File: config.mk
export PLATFORM = sky130hd
export DESIGN_NAME = cvkt_div
export DESIGN_NICKNAME = d
export VERILOG_FILES = /design/src/sv/cvkt_pkg.sv /design/src/sv/cvkt_div.sv
export SDC_FILE = /design/constraint.sdc
export NUM_CORES = 1
export LEC_CHECK = 0
export BUFFER_PORTS_ARGS = -buffer_cell sky130_fd_sc_hd__buf_2
export CAP_MARGIN = 10
export CORE_MARGIN = 2
export CORE_UTILIZATION = 33
export CTS_BUF_LIST = sky130_fd_sc_hd__clkbuf_8
export DETAILED_ROUTE_END_ITERATION = 12
export MAX_ROUTING_LAYER = met4
export PLACE_DENSITY = 0.56
export SYNTH_ARGS = -nofsm -noshare
export SYNTH_HDL_FRONTEND = slang
export SYNTH_SLANG_ARGS = --single-unit
File: constraint.sdc
create_clock -name clk -period 9.9 [get_ports clk]
set_input_delay 0.99 -clock clk [delete_from_list [all_inputs] [get_ports clk]]
set_output_delay 0.99 -clock clk [all_outputs]
set_load 0.05 [all_outputs]
File: src/sv/cvkt_pkg.sv
// ============================================================================
// cvkt_pkg - shared types, constants and microprogram of the tracker
// Holds the micro-op format, the scratch memory map, fixed-point helpers and
// the sequencer program that drives the shared multiply-accumulate unit.
// ============================================================================
package cvkt_pkg;

	typedef enum logic [2:0] {
		K_MAC,     // dst = sat(a + b*c)
		K_MACSUB,  // dst = sat(a - b*c)
		K_MACCL,   // dst = clamp48(sat(a + b*c))
		K_DIV,     // dst = round(a * 2^48 / b)
		K_BROBS,   // branch on the observation flag and tracking state
		K_BRDET,   // finish early when the last result was zero
		K_END      // mark update and finish
	} uop_kind_t;

	typedef logic [6:0] src_t;
	typedef logic [5:0] addr_t;

	typedef struct packed {
		uop_kind_t kind;
		addr_t     dst;
		src_t      a;
		src_t      b;
		src_t      c;
	} uop_t;

	// special operand sources (bit 6 set), memory addresses otherwise
	localparam src_t SRC_ZERO = 7'h40;
	localparam src_t SRC_ONE  = 7'h41;
	localparam src_t SRC_DT   = 7'h42;
	localparam src_t SRC_QP   = 7'h43;
	localparam src_t SRC_QC   = 7'h44;
	localparam src_t SRC_QV   = 7'h45;
	localparam src_t SRC_R    = 7'h46;
	localparam src_t SRC_OX   = 7'h47;
	localparam src_t SRC_OY   = 7'h48;

	// scratch area of the state memory, plus the P00 and P11 covariance entries
	localparam addr_t A_S00 = 6'd20;
	localparam addr_t A_S11 = 6'd21;
	localparam addr_t A_T1  = 6'd22;
	localparam addr_t A_T2  = 6'd23;
	localparam addr_t A_DET = 6'd24;
	localparam addr_t A_N01 = 6'd25;
	localparam addr_t A_N10 = 6'd26;
	localparam addr_t A_E0D = 6'd31;
	localparam addr_t A_E1D = 6'd32;
	localparam addr_t A_P00 = 6'd4;
	localparam addr_t A_P11 = 6'd9;

	localparam int unsigned NUM_EST = 4;

	// program counter landmarks
	localparam logic [7:0] PC_INIT   = 8'd35;
	localparam logic [7:0] PC_UPDATE = 8'd56;

	localparam logic [63:0] ONE_Q48 = 64'h0001_0000_0000_0000;
	localparam logic [63:0] MAX64   = 64'h7FFF_FFFF_FFFF_FFFF;
	localparam logic [63:0] MIN64   = 64'h8000_0000_0000_0000;
	localparam logic [63:0] MAX48   = 64'h0000_7FFF_FFFF_FFFF;
	localparam logic [63:0] MIN48   = 64'hFFFF_8000_0000_0000;

	localparam logic [52:0] DT_RESET = 53'd281474976711;
	localparam logic [62:0] QP_RESET = 63'd703687;
	localparam logic [62:0] QC_RESET = 63'd1407374884;
	localparam logic [62:0] QV_RESET = 63'd2814749767107;
	localparam logic [62:0] R_RESET  = 63'd28147497671;

	localparam logic [2:0] CFG_DT = 3'd0;
	localparam logic [2:0] CFG_QP = 3'd1;
	localparam logic [2:0] CFG_QC = 3'd2;
	localparam logic [2:0] CFG_QV = 3'd3;
	localparam logic [2:0] CFG_R  = 3'd4;

	function automatic logic [63:0] mag(input logic [63:0] v);
		return v[63] ? (64'd0 - v) : v;
	endfunction

	function automatic addr_t ea(input logic [1:0] i);
		return {4'b0, i};
	endfunction

	function automatic addr_t pa(input logic [1:0] i, input logic [1:0] j);
		return 6'd4 + {2'b0, i, j};
	endfunction

	function automatic addr_t ka(input logic [1:0] i, input logic j);
		return 6'd33 + {3'b0, i, j};
	endfunction

	function automatic addr_t ia(input logic r, input logic c);
		return 6'd27 + {4'b0, r, c};
	endfunction

	function automatic addr_t ta(input logic [1:0] i, input logic [1:0] j);
		return 6'd41 + {2'b0, i, j};
	endfunction

	function automatic src_t m(input addr_t a);
		return {1'b0, a};
	endfunction

	function automatic src_t qsrc(input logic [1:0] i, input logic [1:0] j);
		src_t s;
		s = SRC_ZERO;
		if (i == j) begin
			s = i[1] ? SRC_QV : SRC_QP;
		end else if ((i ^ j) == 2'b10) begin
			s = SRC_QC;
		end
		return s;
	endfunction

	function automatic uop_t mk(input uop_kind_t kind, input addr_t dst,
			input src_t a, input src_t b, input src_t c);
		uop_t u;
		u.kind = kind;
		u.dst  = dst;
		u.a    = a;
		u.b    = b;
		u.c    = c;
		return u;
	endfunction

	// microprogram: predict, branch, initialize or update
	function automatic uop_t decode(input logic [7:0] pc);
		uop_t       u;
		logic [7:0] k;
		logic [7:0] k2;
		u = mk(K_END, 6'd0, SRC_ZERO, SRC_ZERO, SRC_ZERO);
		k = 8'd0;
		k2 = 8'd0;
		if (pc <= 8'd1) begin
			u = mk(K_MACCL, ea({1'b0, pc[0]}), m(ea({1'b0, pc[0]})), SRC_DT,
				m(ea({1'b1, pc[0]})));
		end else if (pc < 8'd10) begin
			k = pc - 8'd2;
			u = mk(K_MAC, pa({1'b0, k[2]}, k[1:0]), m(pa({1'b0, k[2]}, k[1:0])), SRC_DT,
				m(pa({1'b1, k[2]}, k[1:0])));
		end else if (pc < 8'd18) begin
			k = pc - 8'd10;
			u = mk(K_MAC, pa(k[2:1], {1'b0, k[0]}), m(pa(k[2:1], {1'b0, k[0]})), SRC_DT,
				m(pa(k[2:1], {1'b1, k[0]})));
		end else if (pc < 8'd34) begin
			k = pc - 8'd18;
			u = mk(K_MAC, pa(k[3:2], k[1:0]), m(pa(k[3:2], k[1:0])), qsrc(k[3:2], k[1:0]),
				SRC_ONE);
		end else if (pc == 8'd34) begin
			u = mk(K_BROBS, 6'd0, SRC_ZERO, SRC_ZERO, SRC_ZERO);
		end else if (pc < 8'd55) begin
			k = pc - PC_INIT;
			if (k < 8'd4) begin
				u = mk(K_MAC, ea(k[1:0]),
					(k == 8'd0) ? SRC_OX : ((k == 8'd1) ? SRC_OY : SRC_ZERO),
					SRC_ZERO, SRC_ZERO);
			end else begin
				k2 = k - 8'd4;
				u = mk(K_MAC, pa(k2[3:2], k2[1:0]), qsrc(k2[3:2], k2[1:0]),
					SRC_ZERO, SRC_ZERO);
			end
		end else if (pc == 8'd55) begin
			u = mk(K_END, 6'd0, SRC_ZERO, SRC_ZERO, SRC_ZERO);
		end else if (pc < 8'd70) begin
			case (pc)
				8'd56: u = mk(K_MAC, A_S00, m(pa(2'd0, 2'd0)), SRC_R, SRC_ONE);
				8'd57: u = mk(K_MAC, A_S11, m(pa(2'd1, 2'd1)), SRC_R, SRC_ONE);
				8'd58: u = mk(K_MAC, A_T1, SRC_ZERO, m(A_S00), m(A_S11));
				8'd59: u = mk(K_MAC, A_T2, SRC_ZERO, m(pa(2'd0, 2'd1)), m(pa(2'd1, 2'd0)));
				8'd60: u = mk(K_MACSUB, A_DET, m(A_T1), m(A_T2), SRC_ONE);
				8'd61: u = mk(K_BRDET, 6'd0, SRC_ZERO, SRC_ZERO, SRC_ZERO);
				8'd62: u = mk(K_MACSUB, A_N01, SRC_ZERO, m(pa(2'd0, 2'd1)), SRC_ONE);
				8'd63: u = mk(K_MACSUB, A_N10, SRC_ZERO, m(pa(2'd1, 2'd0)), SRC_ONE);
				8'd64: u = mk(K_DIV, ia(1'b0, 1'b0), m(A_S11), m(A_DET), SRC_ZERO);
				8'd65: u = mk(K_DIV, ia(1'b0, 1'b1), m(A_N01), m(A_DET), SRC_ZERO);
				8'd66: u = mk(K_DIV, ia(1'b1, 1'b0), m(A_N10), m(A_DET), SRC_ZERO);
				8'd67: u = mk(K_DIV, ia(1'b1, 1'b1), m(A_S00), m(A_DET), SRC_ZERO);
				8'd68: u = mk(K_MACSUB, A_E0D, SRC_OX, m(ea(2'd0)), SRC_ONE);
				8'd69: u = mk(K_MACSUB, A_E1D, SRC_OY, m(ea(2'd1)), SRC_ONE);
				default: u = mk(K_END, 6'd0, SRC_ZERO, SRC_ZERO, SRC_ZERO);
			endcase
		end else if (pc < 8'd86) begin
			// gain: K = P[:,0:2] * inv(S)
			k = pc - 8'd70;
			if (!k[0]) begin
				u = mk(K_MAC, ka(k[3:2], k[1]), SRC_ZERO, m(pa(k[3:2], 2'd0)),
					m(ia(1'b0, k[1])));
			end else begin
				u = mk(K_MAC, ka(k[3:2], k[1]), m(ka(k[3:2], k[1])), m(pa(k[3:2], 2'd1)),
					m(ia(1'b1, k[1])));
			end
		end else if (pc < 8'd94) begin
			k = pc - 8'd86;
			if (!k[0]) begin
				u = mk(K_MAC, ta(k[2:1], 2'd0), SRC_ZERO, m(ka(k[2:1], 1'b0)), m(A_E0D));
			end else begin
				u = mk(K_MAC, ta(k[2:1], 2'd0), m(ta(k[2:1], 2'd0)), m(ka(k[2:1], 1'b1)),
					m(A_E1D));
			end
		end else if (pc < 8'd98) begin
			k = pc - 8'd94;
			u = mk(K_MACCL, ea(k[1:0]), m(ea(k[1:0])), m(ta(k[1:0], 2'd0)), SRC_ONE);
		end else if (pc < 8'd130) begin
			// K*H*P terms into scratch, all four rows
			k = pc - 8'd98;
			if (!k[0]) begin
				u = mk(K_MAC, ta(k[4:3], k[2:1]), SRC_ZERO, m(ka(k[4:3], 1'b0)),
					m(pa(2'd0, k[2:1])));
			end else begin
				u = mk(K_MAC, ta(k[4:3], k[2:1]), m(ta(k[4:3], k[2:1])),
					m(ka(k[4:3], 1'b1)), m(pa(2'd1, k[2:1])));
			end
		end else if (pc < 8'd146) begin
			k = pc - 8'd130;
			u = mk(K_MACSUB, pa(k[3:2], k[1:0]), m(pa(k[3:2], k[1:0])),
				m(ta(k[3:2], k[1:0])), SRC_ONE);
		end
		return u;
	endfunction

endpackage

File: src/sv/cvkt_div.sv
// ============================================================================
// cvkt_div - iterative fixed-point divider
// Computes round(num * 2^48 / den) to nearest, ties away from zero, one
// quotient bit per cycle, saturated to the signed 64-bit range.
// ============================================================================
module cvkt_div (
	input  logic        clk,
	input  logic        arst_n,
	input  logic        start,
	input  logic [63:0] num,
	input  logic [63:0] den,
	output logic        done,
	output logic [63:0] quo
);

	typedef enum logic [1:0] {D_IDLE, D_RUN, D_FIN} dstate_t;

	dstate_t      st_q;
	logic [6:0]   cnt_q;
	logic [127:0] dv_q;
	logic [63:0]  ud_q;
	logic [63:0]  r_q;
	logic [63:0]  q_q;
	logic         ovf_q;
	logic         neg_q;
	logic         done_q;
	logic [63:0]  quo_q;

	logic [63:0] r_sh;
	logic        ge;
	logic        rnd;
	logic [63:0] q_fin;
	logic        ovf_fin;

	always_comb begin
		r_sh    = {r_q[62:0], dv_q[127]};
		ge      = r_q[63] || (r_sh >= ud_q);
		rnd     = (r_q >= (ud_q - r_q));
		q_fin   = rnd ? (q_q + 64'd1) : q_q;
		ovf_fin = ovf_q || (rnd && (&q_q));
	end

	always_ff @(posedge clk or negedge arst_n) begin
		if (!arst_n) begin
			st_q   <= D_IDLE;
			cnt_q  <= '0;
			done_q <= 1'b0;
		end else begin
			done_q <= 1'b0;
			case (st_q)
				D_IDLE: begin
					if (start) begin
						cnt_q <= '0;
						st_q  <= D_RUN;
					end
				end
				D_RUN: begin
					cnt_q <= cnt_q + 7'd1;
					if (&cnt_q) begin
						st_q <= D_FIN;
					end
				end
				D_FIN: begin
					done_q <= 1'b1;
					st_q   <= D_IDLE;
				end
				default: st_q <= D_IDLE;
			endcase
		end
	end

	always_ff @(posedge clk) begin
		case (st_q)
			D_IDLE: begin
				if (start) begin
					dv_q  <= {16'b0, cvkt_pkg::mag(num), 48'b0};
					ud_q  <= cvkt_pkg::mag(den);
					neg_q <= num[63] ^ den[63];
					r_q   <= '0;
					q_q   <= '0;
					ovf_q <= 1'b0;
				end
			end
			D_RUN: begin
				dv_q  <= {dv_q[126:0], 1'b0};
				r_q   <= ge ? (r_sh - ud_q) : r_sh;
				q_q   <= {q_q[62:0], ge};
				ovf_q <= ovf_q | q_q[63];
			end
			D_FIN: begin
				if (ovf_fin || q_fin[63]) begin
					quo_q <= neg_q ? cvkt_pkg::MIN64 : cvkt_pkg::MAX64;
				end else begin
					quo_q <= neg_q ? (64'd0 - q_fin) : q_fin;
				end
			end
			default: ;
		endcase
	end

	assign done = done_q;
	assign quo  = quo_q;

endmodule

### Word level (Yosys, flattened, before mapping)

Cells that the tools add are included.

| word-level totals | value |
|---|---|
| input port bits | 131 |
| output and inout bits | 65 |
| flip-flop bits (word level) | 396 |
| logic and storage cells | 57 |

| cells by class | value |
|---|---|
| order comparisons | 2 |
| add/subtract/negate cells | 7 |
| reductions and logical operators | 11 |
| equality and inequality tests | 4 |
| mux-type cells | 20 |
| bitwise logic cells | 2 |

Operators by type and width:

| operator | count |
|---|---|
| 2-to-1 mux 64 bit | 7 |
| one-hot mux 128 bit (2 select lines) | 1 |
| one-hot mux 64 bit (2 select lines) | 2 |
| subtractor 1 x 64 -> 64 bit, first input constant | 3 |
| greater-or-equal comparator 64 bit | 2 |
| 2-to-1 mux 128 bit | 1 |
| subtractor 64 bit | 2 |
| adder 64 x 1 -> 64 bit, second input constant | 1 |
| AND reduction 64 bit | 1 |
| 2-to-1 mux 63 bit | 1 |
| one-hot mux 7 bit (2 select lines) | 1 |
| adder 7 x 1 -> 7 bit, second input constant | 1 |
| 2-to-1 mux 7 bit | 1 |
| AND reduction 7 bit | 1 |
| AND reduction 2 bit | 3 |
| 2-to-1 mux 2 bit | 2 |
| != test 2 bit, second input constant | 2 |
| one-hot mux 2 bit (2 select lines) | 1 |
| logical OR 1 bit | 3 |
| == test 2 x 1 -> 1 bit, second input constant | 1 |
| == test 2 bit, second input constant | 1 |
| logical NOT 2 bit | 1 |
| 2-to-1 mux 1 bit | 2 |
| one-hot mux 1 bit (2 select lines) | 1 |
| 4 further kinds | 4 |

### Logic depth before layout (Yosys ltp)

| depth | value |
|---|---|
| depth in word-level cells | 6 |
| depth in mapped cells | 35 |
| depth with buffers taken out | 32 |

### Worst setup path after synthesis

OpenSTA, ideal clock, no wires.

| path | value |
|---|---|
| kind | reg2reg |
| from | register ud_q[0] |
| to | register quo_q[36] (netlist: quo[36]), data pin |
| path buffers | 3 |
| cell stages (with the launch flop) | 34 |
| path slack | 1.745 ns |
| period minus slack after synthesis | 8.155 ns |
| library setup time | 0.259 ns |
| required time | 9.641 ns |
| data arrival time | 7.896 ns |
| cell sequence | edfxtp_1 -> inv_1 -> ha_1 -> inv_1 -> fa_1 -> a211oi_1 -> o21bai_1 -> o2111ai_1 -> o211ai_1 -> a21oi_1 -> o21ai_0 -> a221o_1 -> a211o_1 -> a211oi_1 -> xor2_1 -> ha_1 -> nand4_1 -> nor3_1 -> a221o_1 -> o31a_1 -> nor2_1 -> clkbuf_1 -> clkbuf_1 -> buf_1 -> nand2_1 -> mux2i_1 -> ha_1 -> nand3_1 -> mux2i_1 -> nand3_1 -> or4b_2 -> or4_1 -> nor3_1 -> nor3_1 |

| on the way | value |
|---|---|
| longest elaborated chain between the ends | 6 |
| elaborated cells on any way between the ends | 9 |
| classes of those cells | add/sub (2); order compare (1); mux (3); reduce/logical (3) |

RTL lines:

| element | RTL line | source |
|---|---|---|
| start: declaration | cvkt_div.sv:21 | `logic [63:0] ud_q;` |
| start signal: assignment | cvkt_div.sv:77 | `ud_q <= cvkt_pkg::mag(den);` |
| subtractor 64 bit (*) | cvkt_div.sv:38 | `rnd = (r_q >= (ud_q - r_q));` |
| greater-or-equal comparator 64 bit (*) | cvkt_div.sv:38 |  |
| 2-to-1 mux 64 bit or logical AND 1 bit (tied branches) | cvkt_div.sv:39, cvkt_div.sv:40 |  |
| subtractor 1 x 64 -> 64 bit or logical OR 1 bit (tied branches) | cvkt_div.sv:94, cvkt_div.sv:40 |  |
| 2-to-1 mux 64 bit or logical OR 1 bit (tied branches) | cvkt_div.sv:94, cvkt_div.sv:91 |  |
| 2-to-1 mux 64 bit (*) | cvkt_div.sv:91 | `if (ovf_fin \|\| q_fin[63]) begin` |
| end signal: assignment | cvkt_div.sv:92 | `quo_q <= neg_q ? cvkt_pkg::MIN64 : cvkt_pkg::MAX64;` |
| end signal: assignment | cvkt_div.sv:94 | `quo_q <= neg_q ? (64'd0 - q_fin) : q_fin;` |
| end: declaration | cvkt_div.sv:27 | `logic [63:0] quo_q;` |

Every way passes the cells marked *; elsewhere a longest branch is shown, timed or not.
A chain may end at the register's enable or synchronous reset.

### Worst setup path after layout

| path | value |
|---|---|
| from | register ud_q[0] |
| to | register quo_q[48] (netlist: quo[48]), data pin |

Same word-level chain as after synthesis.

==> metrics.md <==
| Metric | Value |
|---|---|
| Synth Area per Inst | `8.700 um2` |
| Crit-path max cell delay | `0.82 ns` |
| Critical Path End Type | `flop` |
| Sequential area share after synthesis | `35.70%` |
| Data required, critical path | `10.28 ns` |
| Startpoint types | `flop` |
| CTS H-tree depth | `3` |
| Fin util | `37.46%` |
| Asr flop ratio synth | `under 10%` |
| Critical Path AT | `roughly 9.5 ns` |
| Syn Nets | `3,677` |
| Hold Vio Cnt, Final | `0` |
| Initial Util | `around a third` |
| Detail Placement HPWL | `63,920 um` |
| DRC viols | `0` |
| RSZ-0062 raised after global routing | `false` |
| Setup violators final | `0` |
| Outcome | `finished, final reports clean` |
| PnR Total Power | `9396 uW` |
| Fmax | `109.2 MHz` |
| Cell Int Power | `5087 uW` |
| Post-CTS Setup Bufs | `0` |
| Post-synth EDFFs | `338` |
| First-pass DRT Iterations | `5` |
| Vias per cell | `5.328` |
| Switching share of power | `about 46%` |
| WS Path Type | `reg -> reg` |
| Sequential power share | `27.5%` |
| Peak supply drop | `~0.26 mV` |
| Netlist cell types | `80` |
| Cell Area, Synth | `29,130 um2` |
| CTS root buf | `clkbuf_8` |
| Crit path time final | `9.154 ns` |
| Max-Cap Viols | `0` |
| Commonest non-fill, non-tap cell in the layout | `edfxtp_1` |
| Number of global-route vias before repair | `23,820` |
| 1st-iter DRT viols | `1,706` |
| Final non-filler cell area | `between 30,000 and 40,000 um2` |
| Share of cells above drive strength 1 | `between 10% and 20%` |
| Die width | `301.1 um` |
| Post-synth top area cell | `edfxtp_1` |
| Max transition margin | `~30%` |
| Fin. max-slew vios | `0` |
| GRT Overall Usage | `around a fifth` |
| FILL cells | `between 8,000 and 9,000` |
| Post-DP Area | `around 31,000 um2` |
| Setup tns final | `0 ns` |
| Rows | `108` |
| Crit. Startpoint | `ud_q[0]` |
| Area Growth Syn to Fin | `12.08%` |
| Clk_lat worst skew | `0.67 ns` |
| Top post-synthesis cells by area | `edfxtp_1, ha_1, xnor2_1, a21oi_1, nand2_1` |
| CTS Buf Count | `69` |
| DP Cell Count | `4,570` |
| Clock share of power | `16.3%` |
| First-pass GRT wire length | `134,800 um` |
| Most frequent cells in the layout | `edfxtp_1, nand2_1, nor2_1, a21oi_1, o21ai_0` |
| Largest fanout on the critical path | `34` |
| GR Overflow Total | `0` |
| Slowest stage cell, crit path | `a2111oi_0` |
| Power per cell area | `287.8 nW/um2` |
| Cells after Synth | `3,348` |
| Ys Warns | `0` |
| Initial antenna violation count | `10` |
| Die area | `90,660 um2` |
| Post-route ant nets | `0` |
| Largest net degree at the start of global routing | `113` |
| Total routed wirelength | `85,230 um` |
| Comb pwr share | `56.3%` |
| Top_reg_cell synth | `edfxtp_1` |
| Placer Congestion | `0.9243` |
| R2R Path Start | `ud_q[0]` |
| # port buffers | `195` |
| DR vias | `25,060` |
| Period utilization | `92.46%` |
| Clk buf depth | `3` |
| Layout net count | `3,815` |
| Fin cells | `4,704` |
| CP most frequent cell | `nand4_1` |
| Core Box Area | `87,160 um2` |
| Worst-Margin Slew | `1.047 ns` |
| P_leak | `0.01343 uW` |
| Clock tree from TritonCTS | `done` |
| CTS Sinks | `348` |
| Synthesis-stage register bit count | `348` |
| # IOs | `196` |
| CTS clk-pin slew, worst paths | `0.06 ns` |
| Post-detailed-route wirelength per cell | `18.12 um` |
| Switch Pwr | `4309 uW` |
| Worst Skew | `~0.049 ns` |
| Worst Hold Class | `in -> async` |
| Yosys top cell area share | `between 30% and 40%` |
| Chip height | `301.1 um` |
## metrics by stage
| step | hold WS [ns] | worst slack [ns] |
|---|---|---|
| 2_1_floorplan | 0.4440 | 1.745 |
| 3_3_place_gp | 0.4676 | 0.8156 |
| 3_5_place_dp | 0.4721 | 0.5876 |
| 4_1_cts | 0.1065 | 0.5554 |
| 5_1_grt | 0.1245 | 0.001013 |
| 6_report | 0.1716 | 0.7460 |
## power by group through the flow
stage	Combinational, uW	Sequential, uW	Clock (uW)
finish	5290	2580	1530
global route	5960	2640	1650
CTS	5230	2580	1590
detailed placement	5190	2600	0
global placement	5180	2600	0
floorplan	4020	2400	0
## worst paths after layout
path / cells past startpoint / to / slack [ns]
max: 30 / quo[48] / 0.75
min in group clk: 1 / cnt_q[5] / 0.48
max in group asynchronous: 1 / cnt_q[0] / 9.53
max reg2reg: 30 / quo[48] / 0.75
min reg2reg: 1 / cnt_q[5] / 0.48
min: 1 / st_q[1] / 0.17
## cell usage after synthesis, types with 17 or more instances
cell type	n
a211oi_1	44
xnor2_1	199
or3_1	27
edfxtp_1	338
mux2i_1	30
nor2b_1	22
or4_1	27
and2_1	93
nand2_1	322
or2_2	20
clkbuf_1	145
a21o_1	126
o31ai_1	47
o21ai_0	209
and3_1	45
xor2_1	122
nor3_1	62
a31oi_1	23
nor4_1	21
ha_1	196
nand4_1	64
nand2b_1	24
nand3_1	106
nor2_1	277
and4_1	17
inv_1	192
a21oi_1	263
o21bai_1	23
o41ai_1	22
## layer usage
layer	vias to the layer above	global-route usage, %	share of wire (%)
met5	-	-	0
met4	0	5.330	2.3
met3	119	3.206	5.4
met2	620	29.28	45
met1	11760	25.99	48
li1	12570	-	-
## worst max-delay path, delay by kind of cell (launching register included)
family                   cells  cell delay [ns]
adder cells (fa/ha/maj)      3             0.92
buffers and inverters        4             0.59
multiplexers                 1             0.48
AO/OA/AOI/OAI               13             4.17
flip-flops                   1             0.42
AND/OR/NAND/NOR              9             2.29
## state kept, by name, summed over array words and instances (netlist names)
signal	flops
r_q	64
q_q	64
done	1
ovf_q	1
ud_q	64
dv_q	80
quo	64
cnt_q	7
neg_q	1
st_q	2
## layout make-up
cell class,instances,area [um2],share of cell area (%)
timing repair buffer,223,1186,3.633
antenna,10,25.02,0.07665
tap,1155,1445,4.426
clock buffer,72,991.0,3.035
sequential,348,10400,31.86
clock inverter,52,392.9,1.203
inverter,192,728.2,2.230
multi-input combinational,2652,17480,53.54
## kinds of logic after synthesis
group / after synthesis / synth area share (%)
AO/OA/AOI/OAI: 914 / 20.00
XOR/XNOR: 321 / 9.652
adder cells (fa/ha/maj): 198 / 8.556
buffers and inverters: 348 / 4.489
flip-flops: 348 / 35.70
multiplexers: 37 / 1.302
AND/OR/NAND/NOR: 1182 / 20.30
## repair_timing
item,4_1_cts,5_1_grt
hold buffers,0,0
endpoints found under the setup margin,0,12
gates resized for setup,0,4
Power figures use the tool's default switching activity.
